==> config.mk <==
export PLATFORM = sky130hd
export DESIGN_NAME = diff_drive_odometry
export DESIGN_NICKNAME = d
export VERILOG_FILES = /design/src/sv/ddo_pkg.sv /design/src/sv/ddo_regs.sv /design/src/sv/ddo_ctrl.sv /design/src/sv/ddo_dpath.sv /design/src/sv/diff_drive_odometry.sv
export SDC_FILE = /design/constraint.sdc
export NUM_CORES = 2
export LEC_CHECK = 0
export BUFFER_PORTS_ARGS = -buffer_cell sky130_fd_sc_hd__buf_4
export CAP_MARGIN = 20
export CELL_PAD_IN_SITES_DETAIL_PLACEMENT = 1
export CELL_PAD_IN_SITES_GLOBAL_PLACEMENT = 2
export CORE_MARGIN = 2
export CORE_UTILIZATION = 35
export DETAILED_ROUTE_END_ITERATION = 12
export PLACE_DENSITY_LB_ADDON = 0.3
export SETUP_SLACK_MARGIN = 0.02
export SLEW_MARGIN = 10
export SYNTH_ARGS = -nofsm -noshare
export SYNTH_HDL_FRONTEND = slang
export SYNTH_SLANG_ARGS = --single-unit
==> constraint.sdc <==
create_clock -name i_clk -period 39.5 [get_ports i_clk]
set_input_delay 5.925 -clock i_clk [delete_from_list [all_inputs] [get_ports i_clk]]
set_output_delay 5.925 -clock i_clk [all_outputs]
set_load 0.02 [all_outputs]
==> src/sv/ddo_pkg.sv <==
// Shared types, constants and the arctangent table of the odometry block.
`timescale 1ns / 1ps

package ddo_pkg;

    localparam int COUNT_WIDTH_DEF   = 16;
    localparam int CORDIC_STAGES_DEF = 16;
    localparam int CORDIC_MAX_STAGES = 24;

    localparam int CFG_W     = 24;
    localparam int APB_AW    = 3;
    localparam int APB_DW    = 32;
    localparam int MUL_A_W   = 33;
    localparam int MUL_B_W   = 32;
    localparam int MUL_P_W   = MUL_A_W + MUL_B_W;
    localparam int ANG_P_W   = 49;
    localparam int POS_W     = 32;
    localparam int HEAD_W    = 16;
    localparam int DMAG_W    = 50;

    localparam int HALF_DIVISOR = 2;
    localparam logic [31:0] CORDIC_K_Q30 = 32'd652032875;

    localparam logic [0:0] REG_TRAVEL_PER_COUNT = 1'b0;
    localparam logic [0:0] REG_TURN_GAIN        = 1'b1;

    typedef enum logic [3:0] {
        OP_NONE,
        OP_CAPTURE,
        OP_SUM,
        OP_DIF,
        OP_TLO,
        OP_THI,
        OP_ANG,
        OP_ROT,
        OP_XLO,
        OP_XHI,
        OP_XACC,
        OP_YLO,
        OP_YHI,
        OP_YACC,
        OP_LOAD
    } t_op;

    typedef enum logic [3:0] {
        ST_IDLE,
        ST_SUM,
        ST_DIF,
        ST_TLO,
        ST_THI,
        ST_ANG,
        ST_ROT,
        ST_XLO,
        ST_XHI,
        ST_XACC,
        ST_YLO,
        ST_YHI,
        ST_YACC,
        ST_DONE
    } t_state;

    typedef struct packed {
        logic [CFG_W-1:0] travel_per_count;
        logic [CFG_W-1:0] turn_gain;
    } t_cfg;

    function automatic logic [31:0] atan_lut(input logic [4:0] idx);
        logic [31:0] v;
        unique case (idx)
            5'd0:    v = 32'h20000000;
            5'd1:    v = 32'h12E4051E;
            5'd2:    v = 32'h09FB385B;
            5'd3:    v = 32'h051111D4;
            5'd4:    v = 32'h028B0D43;
            5'd5:    v = 32'h0145D7E1;
            5'd6:    v = 32'h00A2F61E;
            5'd7:    v = 32'h00517C55;
            5'd8:    v = 32'h0028BE53;
            5'd9:    v = 32'h00145F2F;
            5'd10:   v = 32'h000A2F98;
            5'd11:   v = 32'h000517CC;
            5'd12:   v = 32'h00028BE6;
            5'd13:   v = 32'h000145F3;
            5'd14:   v = 32'h0000A2FA;
            5'd15:   v = 32'h0000517D;
            5'd16:   v = 32'h000028BE;
            5'd17:   v = 32'h0000145F;
            5'd18:   v = 32'h00000A30;
            5'd19:   v = 32'h00000518;
            5'd20:   v = 32'h0000028C;
            5'd21:   v = 32'h00000146;
            5'd22:   v = 32'h000000A3;
            5'd23:   v = 32'h00000051;
            default: v = 32'h00000000;
        endcase
        return v;
    endfunction

endpackage

==> src/sv/ddo_regs.sv <==
// APB-style configuration registers of the odometry block.
`timescale 1ns / 1ps

module ddo_regs
    import ddo_pkg::*;
(
    input  logic              i_clk,
    input  logic              i_rst_n,
    input  logic              psel,
    input  logic              penable,
    input  logic              pwrite,
    input  logic [APB_AW-1:0] paddr,
    input  logic [APB_DW-1:0] pwdata,
    output logic [APB_DW-1:0] prdata,
    output logic              pready,
    output t_cfg              o_cfg
);

    logic [CFG_W-1:0] r_travel_per_count;
    logic [CFG_W-1:0] r_turn_gain;
    logic             wr_en;

    assign pready = 1'b1;
    assign wr_en  = psel && penable && pwrite && pready;

    always_ff @(posedge i_clk) begin
        if (!i_rst_n) begin
            r_travel_per_count <= '0;
            r_turn_gain        <= '0;
        end else if (wr_en) begin
            unique case (paddr[2])
                REG_TRAVEL_PER_COUNT: r_travel_per_count <= pwdata[CFG_W-1:0];
                REG_TURN_GAIN:        r_turn_gain        <= pwdata[CFG_W-1:0];
                default:              ;
            endcase
        end
    end

    always_comb begin
        unique case (paddr[2])
            REG_TRAVEL_PER_COUNT: prdata = APB_DW'(r_travel_per_count);
            REG_TURN_GAIN:        prdata = APB_DW'(r_turn_gain);
            default:              prdata = '0;
        endcase
    end

    assign o_cfg.travel_per_count = r_travel_per_count;
    assign o_cfg.turn_gain        = r_turn_gain;

endmodule

==> src/sv/ddo_ctrl.sv <==
// Sequencing state machine of the odometry block.
`timescale 1ns / 1ps

module ddo_ctrl
    import ddo_pkg::*;
#(
    parameter int CORDIC_STAGES = CORDIC_STAGES_DEF,
    localparam int IW = $clog2(CORDIC_STAGES)
)
(
    input  logic          i_clk,
    input  logic          i_rst_n,
    input  logic          i_in_valid,
    output logic          o_in_ready,
    output logic          o_out_valid,
    input  logic          i_out_ready,
    output t_op           o_op,
    output logic [IW-1:0] o_iter
);

    t_state        r_state, n_state;
    logic [IW-1:0] r_iter, n_iter;
    logic          r_out_valid, n_out_valid;
    logic          slot_free;

    assign slot_free = !r_out_valid || i_out_ready;

    always_ff @(posedge i_clk) begin
        if (!i_rst_n) begin
            r_state     <= ST_IDLE;
            r_iter      <= '0;
            r_out_valid <= 1'b0;
        end else begin
            r_state     <= n_state;
            r_iter      <= n_iter;
            r_out_valid <= n_out_valid;
        end
    end

    always_comb begin
        n_state     = r_state;
        n_iter      = r_iter;
        n_out_valid = r_out_valid && !i_out_ready;
        o_op        = OP_NONE;
        unique case (r_state)
            ST_IDLE: begin
                if (i_in_valid) begin
                    o_op    = OP_CAPTURE;
                    n_state = ST_SUM;
                end
            end
            ST_SUM: begin
                o_op    = OP_SUM;
                n_state = ST_DIF;
            end
            ST_DIF: begin
                o_op    = OP_DIF;
                n_state = ST_TLO;
            end
            ST_TLO: begin
                o_op    = OP_TLO;
                n_state = ST_THI;
            end
            ST_THI: begin
                o_op    = OP_THI;
                n_state = ST_ANG;
            end
            ST_ANG: begin
                o_op    = OP_ANG;
                n_iter  = '0;
                n_state = ST_ROT;
            end
            ST_ROT: begin
                o_op   = OP_ROT;
                n_iter = r_iter + IW'(1);
                if (r_iter == IW'(CORDIC_STAGES - 1)) begin
                    n_state = ST_XLO;
                end
            end
            ST_XLO: begin
                o_op    = OP_XLO;
                n_state = ST_XHI;
            end
            ST_XHI: begin
                o_op    = OP_XHI;
                n_state = ST_XACC;
            end
            ST_XACC: begin
                o_op    = OP_XACC;
                n_state = ST_YLO;
            end
            ST_YLO: begin
                o_op    = OP_YLO;
                n_state = ST_YHI;
            end
            ST_YHI: begin
                o_op    = OP_YHI;
                n_state = ST_YACC;
            end
            ST_YACC: begin
                o_op    = OP_YACC;
                n_state = ST_DONE;
            end
            ST_DONE: begin
                if (slot_free) begin
                    o_op        = OP_LOAD;
                    n_out_valid = 1'b1;
                    n_state     = ST_IDLE;
                end
            end
            default: n_state = ST_IDLE;
        endcase
    end

    assign o_in_ready  = (r_state == ST_IDLE);
    assign o_out_valid = r_out_valid;
    assign o_iter      = r_iter;

`ifndef SYNTHESIS
    a_accept_starts: assert property (@(posedge i_clk) disable iff (!i_rst_n)
        (r_state == ST_IDLE && i_in_valid) |=> (r_state == ST_SUM))
        else $error("accepted transfer did not start the sequence");
    a_iter_range: assert property (@(posedge i_clk) disable iff (!i_rst_n)
        (r_state == ST_ROT) |-> (32'(r_iter) < CORDIC_STAGES))
        else $error("rotation counter out of range");
    a_done_holds: assert property (@(posedge i_clk) disable iff (!i_rst_n)
        (r_state == ST_DONE && r_out_valid && !i_out_ready)
        |=> (r_state == ST_DONE && r_out_valid))
        else $error("result overwrote a pending transfer");
`endif

endmodule

==> src/sv/ddo_dpath.sv <==
// Datapath of the odometry block: shared multiplier, serial CORDIC, pose update.
`timescale 1ns / 1ps

module ddo_dpath
    import ddo_pkg::*;
#(
    parameter int COUNT_WIDTH   = COUNT_WIDTH_DEF,
    parameter int CORDIC_STAGES = CORDIC_STAGES_DEF,
    localparam int IW = $clog2(CORDIC_STAGES),
    localparam int CW = COUNT_WIDTH,
    localparam int SW = COUNT_WIDTH + CFG_W + 1
)
(
    input  logic                    i_clk,
    input  logic                    i_rst_n,
    input  t_cfg                    i_cfg,
    input  t_op                     i_op,
    input  logic [IW-1:0]           i_iter,
    input  logic signed [CW-1:0]    i_left_count_delta,
    input  logic signed [CW-1:0]    i_right_count_delta,
    output logic signed [POS_W-1:0] o_pose_x,
    output logic signed [POS_W-1:0] o_pose_y,
    output logic signed [HEAD_W-1:0] o_heading
);

    function automatic logic [POS_W-1:0] sat32(input logic [POS_W+19:0] v);
        logic [POS_W-1:0] res;
        if (!v[POS_W+19] && (v[POS_W+19:POS_W-1] != '0)) begin
            res = {1'b0, {(POS_W-1){1'b1}}};
        end else if (v[POS_W+19] && (v[POS_W+19:POS_W-1] != '1)) begin
            res = {1'b1, {(POS_W-1){1'b0}}};
        end else begin
            res = v[POS_W-1:0];
        end
        return res;
    endfunction

    logic [CW-1:0]          r_l, r_r;
    logic [SW-1:0]          r_sm;
    logic                   r_sneg;
    logic [ANG_P_W-1:0]     r_q;
    logic [ANG_P_W-1:0]     r_p;
    logic [HEAD_W-1:0]      r_full;
    logic signed [31:0]     r_x, r_y;
    logic [31:0]            r_z;
    logic [63:0]            r_lo;
    logic [DMAG_W-1:0]      r_dmag;
    logic                   r_dneg;
    logic [POS_W-1:0]       r_px, r_py;
    logic [HEAD_W-1:0]      r_head;

    logic [CW:0]            sum_w, dif_w, sum_mag, dif_mag;
    logic [MUL_A_W-1:0]     mul_a;
    logic [MUL_B_W-1:0]     mul_b;
    logic [MUL_P_W-1:0]     mul_p;
    logic [MUL_P_W-1:0]     q_full;
    logic [ANG_P_W-1:0]     p_round_f, p_round_h;
    logic [HEAD_W-1:0]      half, mid;
    logic [31:0]            z_mid, z_fold;
    logic signed [31:0]     xs, ys;
    logic [31:0]            c_mag, atan_v;
    logic [63:0]            hi_sum;
    logic [POS_W+19:0]      disp, pos_sum;
    logic                   acc_y;

    assign sum_w   = {r_l[CW-1], r_l} + {r_r[CW-1], r_r};
    assign dif_w   = {r_r[CW-1], r_r} - {r_l[CW-1], r_l};
    assign sum_mag = sum_w[CW] ? (~sum_w + (CW+1)'(1)) : sum_w;
    assign dif_mag = dif_w[CW] ? (~dif_w + (CW+1)'(1)) : dif_w;

    always_comb begin
        mul_a = '0;
        mul_b = '0;
        unique case (i_op)
            OP_SUM: begin
                mul_a = MUL_A_W'(sum_mag);
                mul_b = MUL_B_W'(i_cfg.travel_per_count);
            end
            OP_DIF: begin
                mul_a = MUL_A_W'(dif_mag);
                mul_b = MUL_B_W'(i_cfg.travel_per_count);
            end
            OP_TLO: begin
                mul_a = MUL_A_W'(r_q[24:0]);
                mul_b = MUL_B_W'(i_cfg.turn_gain);
            end
            OP_THI: begin
                mul_a = MUL_A_W'(r_q[ANG_P_W-1:25]);
                mul_b = MUL_B_W'(i_cfg.turn_gain);
            end
            OP_XLO, OP_YLO: begin
                mul_a = MUL_A_W'(r_sm[31:0]);
                mul_b = c_mag;
            end
            OP_XHI, OP_YHI: begin
                mul_a = MUL_A_W'(r_sm >> 32);
                mul_b = c_mag;
            end
            default: ;
        endcase
    end

    assign mul_p  = MUL_P_W'(mul_a) * MUL_P_W'(mul_b);
    assign q_full = dif_w[CW] ? (~mul_p + MUL_P_W'(1)) : mul_p;

    assign acc_y  = (i_op == OP_YLO) || (i_op == OP_YHI) || (i_op == OP_YACC);
    assign c_mag  = acc_y ? (r_y[31] ? (~r_y + 32'd1) : r_y)
                          : (r_x[31] ? (~r_x + 32'd1) : r_x);

    assign p_round_f = r_p + (ANG_P_W'(1) << 31);
    assign p_round_h = r_p + (ANG_P_W'(1) << (32 + HALF_DIVISOR - 2));
    assign half      = p_round_h[32+HALF_DIVISOR-1 +: HEAD_W];
    assign mid       = r_head + half;
    assign z_mid     = {mid, 16'h0000};
    assign z_fold    = z_mid + 32'h40000000;

    assign xs     = r_x >>> i_iter;
    assign ys     = r_y >>> i_iter;
    assign atan_v = atan_lut(5'(i_iter));

    assign hi_sum  = mul_p[63:0] + 64'(r_lo[63:32]);
    assign disp    = r_dneg ? (~(POS_W+20)'(r_dmag) + (POS_W+20)'(1)) : (POS_W+20)'(r_dmag);
    assign pos_sum = (acc_y ? {{20{r_py[POS_W-1]}}, r_py} : {{20{r_px[POS_W-1]}}, r_px})
                   + disp;

    always_ff @(posedge i_clk) begin
        unique case (i_op)
            OP_CAPTURE: begin
                r_l <= i_left_count_delta;
                r_r <= i_right_count_delta;
            end
            OP_SUM: begin
                r_sm   <= mul_p[SW-1:0];
                r_sneg <= sum_w[CW];
            end
            OP_DIF: r_q <= q_full[ANG_P_W-1:0];
            OP_TLO: r_p <= mul_p[ANG_P_W-1:0];
            OP_THI: r_p <= r_p + {mul_p[23:0], 25'd0};
            OP_ANG: begin
                r_full <= p_round_f[32 +: HEAD_W];
                r_y    <= '0;
                if (z_fold[31]) begin
                    r_x <= -$signed(CORDIC_K_Q30);
                    r_z <= z_mid + 32'h80000000;
                end else begin
                    r_x <= $signed(CORDIC_K_Q30);
                    r_z <= z_mid;
                end
            end
            OP_ROT: begin
                if (r_z[31]) begin
                    r_x <= r_x + ys;
                    r_y <= r_y - xs;
                    r_z <= r_z + atan_v;
                end else begin
                    r_x <= r_x - ys;
                    r_y <= r_y + xs;
                    r_z <= r_z - atan_v;
                end
            end
            OP_XLO: r_lo <= mul_p[63:0] + (64'd1 << 38);
            OP_YLO: r_lo <= mul_p[63:0] + (64'd1 << 38);
            OP_XHI: begin
                r_dmag <= hi_sum[7 +: DMAG_W];
                r_dneg <= r_sneg ^ r_x[31];
            end
            OP_YHI: begin
                r_dmag <= hi_sum[7 +: DMAG_W];
                r_dneg <= r_sneg ^ r_y[31];
            end
            OP_LOAD: begin
                o_pose_x  <= r_px;
                o_pose_y  <= r_py;
                o_heading <= r_head;
            end
            default: ;
        endcase
    end

    always_ff @(posedge i_clk) begin
        if (!i_rst_n) begin
            r_px   <= '0;
            r_py   <= '0;
            r_head <= '0;
        end else begin
            unique case (i_op)
                OP_XACC: r_px <= sat32(pos_sum);
                OP_YACC: begin
                    r_py   <= sat32(pos_sum);
                    r_head <= r_head + r_full;
                end
                default: ;
            endcase
        end
    end

endmodule

==> src/sv/diff_drive_odometry.sv <==
// Top level of the differential-drive odometry block.
// Dead-reckoning pose tracker: each transfer of left and right encoder count
// deltas updates x, y (signed Q16.16 m, saturating) and heading (binary angle,
// wrapping) by the midpoint method, and one pose transfer follows. An item
// passes through four products on the one shared 33x32 multiplier, the
// CORDIC_STAGES iterations of the serial CORDIC and four more products for
// the displacements before the next item is accepted. A new item is taken
// while a finished pose still waits at the output register. Configuration:
// travel_per_count at 0x0, turn_gain at 0x4.
`timescale 1ns / 1ps

module diff_drive_odometry
    import ddo_pkg::*;
#(
    parameter int COUNT_WIDTH   = COUNT_WIDTH_DEF,
    parameter int CORDIC_STAGES = CORDIC_STAGES_DEF
)
(
    input  logic                         i_clk,
    input  logic                         i_rst_n,
    input  logic                         psel,
    input  logic                         penable,
    input  logic                         pwrite,
    input  logic [APB_AW-1:0]            paddr,
    input  logic [APB_DW-1:0]            pwdata,
    output logic [APB_DW-1:0]            prdata,
    output logic                         pready,
    input  logic                         i_in_valid,
    output logic                         o_in_ready,
    input  logic signed [COUNT_WIDTH-1:0] i_left_count_delta,
    input  logic signed [COUNT_WIDTH-1:0] i_right_count_delta,
    output logic                         o_out_valid,
    input  logic                         i_out_ready,
    output logic signed [POS_W-1:0]      o_pose_x,
    output logic signed [POS_W-1:0]      o_pose_y,
    output logic signed [HEAD_W-1:0]     o_heading
);

    localparam int IW = $clog2(CORDIC_STAGES);

    t_cfg          cfg;
    t_op           op;
    logic [IW-1:0] iter;

    ddo_regs u_regs (
        .i_clk   (i_clk),
        .i_rst_n (i_rst_n),
        .psel    (psel),
        .penable (penable),
        .pwrite  (pwrite),
        .paddr   (paddr),
        .pwdata  (pwdata),
        .prdata  (prdata),
        .pready  (pready),
        .o_cfg   (cfg)
    );

    ddo_ctrl #(
        .CORDIC_STAGES (CORDIC_STAGES)
    ) u_ctrl (
        .i_clk       (i_clk),
        .i_rst_n     (i_rst_n),
        .i_in_valid  (i_in_valid),
        .o_in_ready  (o_in_ready),
        .o_out_valid (o_out_valid),
        .i_out_ready (i_out_ready),
        .o_op        (op),
        .o_iter      (iter)
    );

    ddo_dpath #(
        .COUNT_WIDTH   (COUNT_WIDTH),
        .CORDIC_STAGES (CORDIC_STAGES)
    ) u_dpath (
        .i_clk               (i_clk),
        .i_rst_n             (i_rst_n),
        .i_cfg               (cfg),
        .i_op                (op),
        .i_iter              (iter),
        .i_left_count_delta  (i_left_count_delta),
        .i_right_count_delta (i_right_count_delta),
        .o_pose_x            (o_pose_x),
        .o_pose_y            (o_pose_y),
        .o_heading           (o_heading)
    );

endmodule
==> reports/metrics.yaml <==
cts.sinks: 589
synth_edf_count: 422
maxUsedRoutingLayer: "met5"
reg.largest.list: "u_dpath.r_dmag x50, u_dpath.r_q x49, u_dpath.r_sm x41"
dr.pass1.iters: 6
startpoint_type: "register"
synth_top_area_share_pct: 23.5
syn_to_final_growth_pct: 9.57
final_util_pct: 38.5
detail_route.wl_per_cell_um: 24.8
drt_iter0_markers: 4493
synth_warnings: 0
synth_ff_type: "edfxtp_1"
hold_viol_final: 0
top_register: "u_dpath.r_dmag"
netlist_instances: 8631
path_class: "register to register"
drv_cap: 0
finalCritPeriodShare_pct: 38.1
fin_tns_setup_ns: 0
yosys.cell_count.top_type: "inv_1"
ir_drop_v: 0.000110
slowest_stage: "o221a_2"
cts_resized: 0
grt_pass1_vias: 67877
die_area_sq_um: 224000
dr_wl_met2_um: 131000
max_slew_margin_pct: 19.2
cpMostUsedCell: "fa_1"
crit_arrival_ns: 15.56
power_leakage_nw: 36.9
worstPathRequired_ns: 40.01
grtUsageTotal_pct: 25.8
worst_slew_pin_slew_ns: 1.21
max_freq_ghz: 0.0664
h-tree-depth: 3
largest_reg_flops: 50
hp-class: "register to register"
initial_utilization_pct: 35.1
antenna_found_initial: 15
synth_area_sq_um: 77000
post_cts_buffers: 0
timing.reg2reg.setup_slack_ns: 24.45
crit_fanout: 32
grt_pass1_wl_um: 436000
clockBufferDepth: 3
ys_seq_area_share_pct: 20.8
end_kind: "register"
yosys.area.top_type: "fa_1"
clkTransAtPathRegs_ns: 0.06
cts_inserted_buffers: 74
clock-root-buffer: "clkbuf_16"
vias_per_cell: 5.47
overflow: 0
detail-route-antenna-nets: 0
die_h_um: 473
ios: 189
wl_met1_um: 128000
cts_tree: "yes"
cts_hold_buffers: 0
vias: 63315
synth_commonest_cells: "inv_1 (1109), nor2_1 (973), nand2_1 (923)"
slew_violations: 0
portBuffers: 169
fin_crit_ns: 15.05
clock_skew_ns: 0.0456
layout-drive-gt1-share_pct: 8.57
synth_area_per_cell_sq_um: 8.92
fin_hold_ws_ns: 0.453
status: "completed"
grt_max_degree: 70
power_density_nw_per_um2: 44.0
drc: 0
dr_wl_met3_um: 16500
globalplace.congestion: 0.922
setup_viol: 0
clock_latency_ns: 0.74
coreArea_sq_um: 219000
rsz0062_at_grt: "no"
synth_seq_cells: 589
critical_path.max_stage_delay_ns: 1.01
hpwl_um: 229000
ys_top_cells_by_area: "fa_1 (24%), edfxtp_1 (16%), ha_1 (8.8%)"
die_x_um: 473
wirelength_um: 287000
ys_types: 95
fin_nets: 10155
layout_setup_ws_ns: 24.45
pre_cts_slack_ns: 24.58
ys_async_sr_fraction_pct: 0
num_rows: 172
## cells by family after synthesis
group / after synthesis / share of synthesized area (%)
adders and majority gates: 1448 / 32.4
other: 2 / 0.00976
muxes: 186 / 3.62
DFF: 589 / 20.8
AOI/OAI and AO/OA: 1470 / 12.3
buffers and inverters: 1545 / 7.62
and+or+nand+nor: 2791 / 16.5
xor gates and xnor gates: 600 / 6.85
## where the power goes
group | leakage [nW] | internal (mW) | switching, mW
sequential | 5.11 | 0.797 | 0.0736
combinational | 30.5 | 0.671 | 1.47
clock | 1.19 | 0.403 | 0.299
## area by class of cell
class / instances / area [sq um]
fillers: 25270 / 135000
multi-input cells: 6504 / 55400
flip-flops and latches: 589 / 16000
inverters: 1115 / 4190
well taps: 2871 / 3590
repair buffers: 349 / 2640
clock buffers: 97 / 2010
clock inverters: 41 / 447
diodes: 3 / 7.51
## critical path, delay by kind of cell, from the launching register on
| kind | cells | cell delay, ns |
|---|---|---|
| AOI/OAI and AO/OA | 14 | 3.42 |
| xor gates and xnor gates | 3 | 1.09 |
| adders and majority gates | 12 | 5.73 |
| buffers and inverters | 6 | 0.63 |
| DFF | 1 | 0.38 |
| and+or+nand+nor | 10 | 3.55 |
## layer usage
| layer | track usage [%] | vias to the layer above |
|---|---|---|
| met5 | 0 | - |
| met4 | 9.69 | 6 |
| met1 | 34.9 | 32702 |
| li1 | - | 28624 |
| met2 | 41.7 | 1632 |
| met3 | 3.63 | 351 |
## cells in the final DEF (no fill, tap or decap), types with 19 or more instances in the layout
cell / count
o21ai_0: 332
fa_1: 905
ha_1: 543
o21a_1: 58
a21o_1: 117
nand3_1: 101
a222oi_1: 22
o41ai_1: 19
and2_1: 84
a31oi_1: 52
o211ai_1: 25
edfxtp_1: 422
inv_1: 1107
a21oi_1: 401
nor3_1: 114
o31ai_1: 53
nor2b_1: 60
or2_2: 57
nor2_1: 966
mux4_2: 67
nand2_1: 920
a21boi_0: 36
mux2_2: 71
a22oi_1: 31
xor2_1: 236
mux2i_1: 48
clkbuf_16: 76
o21bai_1: 43
dfxtp_1: 163
nor4_1: 35
and3_1: 60
a211oi_1: 91
xnor2_1: 361
nand2b_1: 173
or3_1: 52
nand4_1: 55
buf_4: 345
## worst paths after layout
check                                      from                  end  cells after the start
worst max-delay path             u_dpath.r_l[0]   u_dpath.r_dmag[37]                     45
worst min-delay path            u_dpath.r_px[7]  u_dpath.o_pose_x[7]                      0
worst max register to register   u_dpath.r_l[0]   u_dpath.r_dmag[37]                     45
worst min register to register  u_dpath.r_px[7]  u_dpath.o_pose_x[7]                      0
## per-stage QoR
stage | cell area, sq um | cells | power, mW
final | 84300 | 11569 | 3.71
after global routing | 84300 | 11567 | 3.92
after CTS | 84300 | 11562 | 3.72
after detailed placement | 81800 | 11424 | 2.99
after global placement | 81800 | 11423 | 2.95
after floorplan | 77000 | 8638 | 2.14
Power figures use the tool's default switching activity.
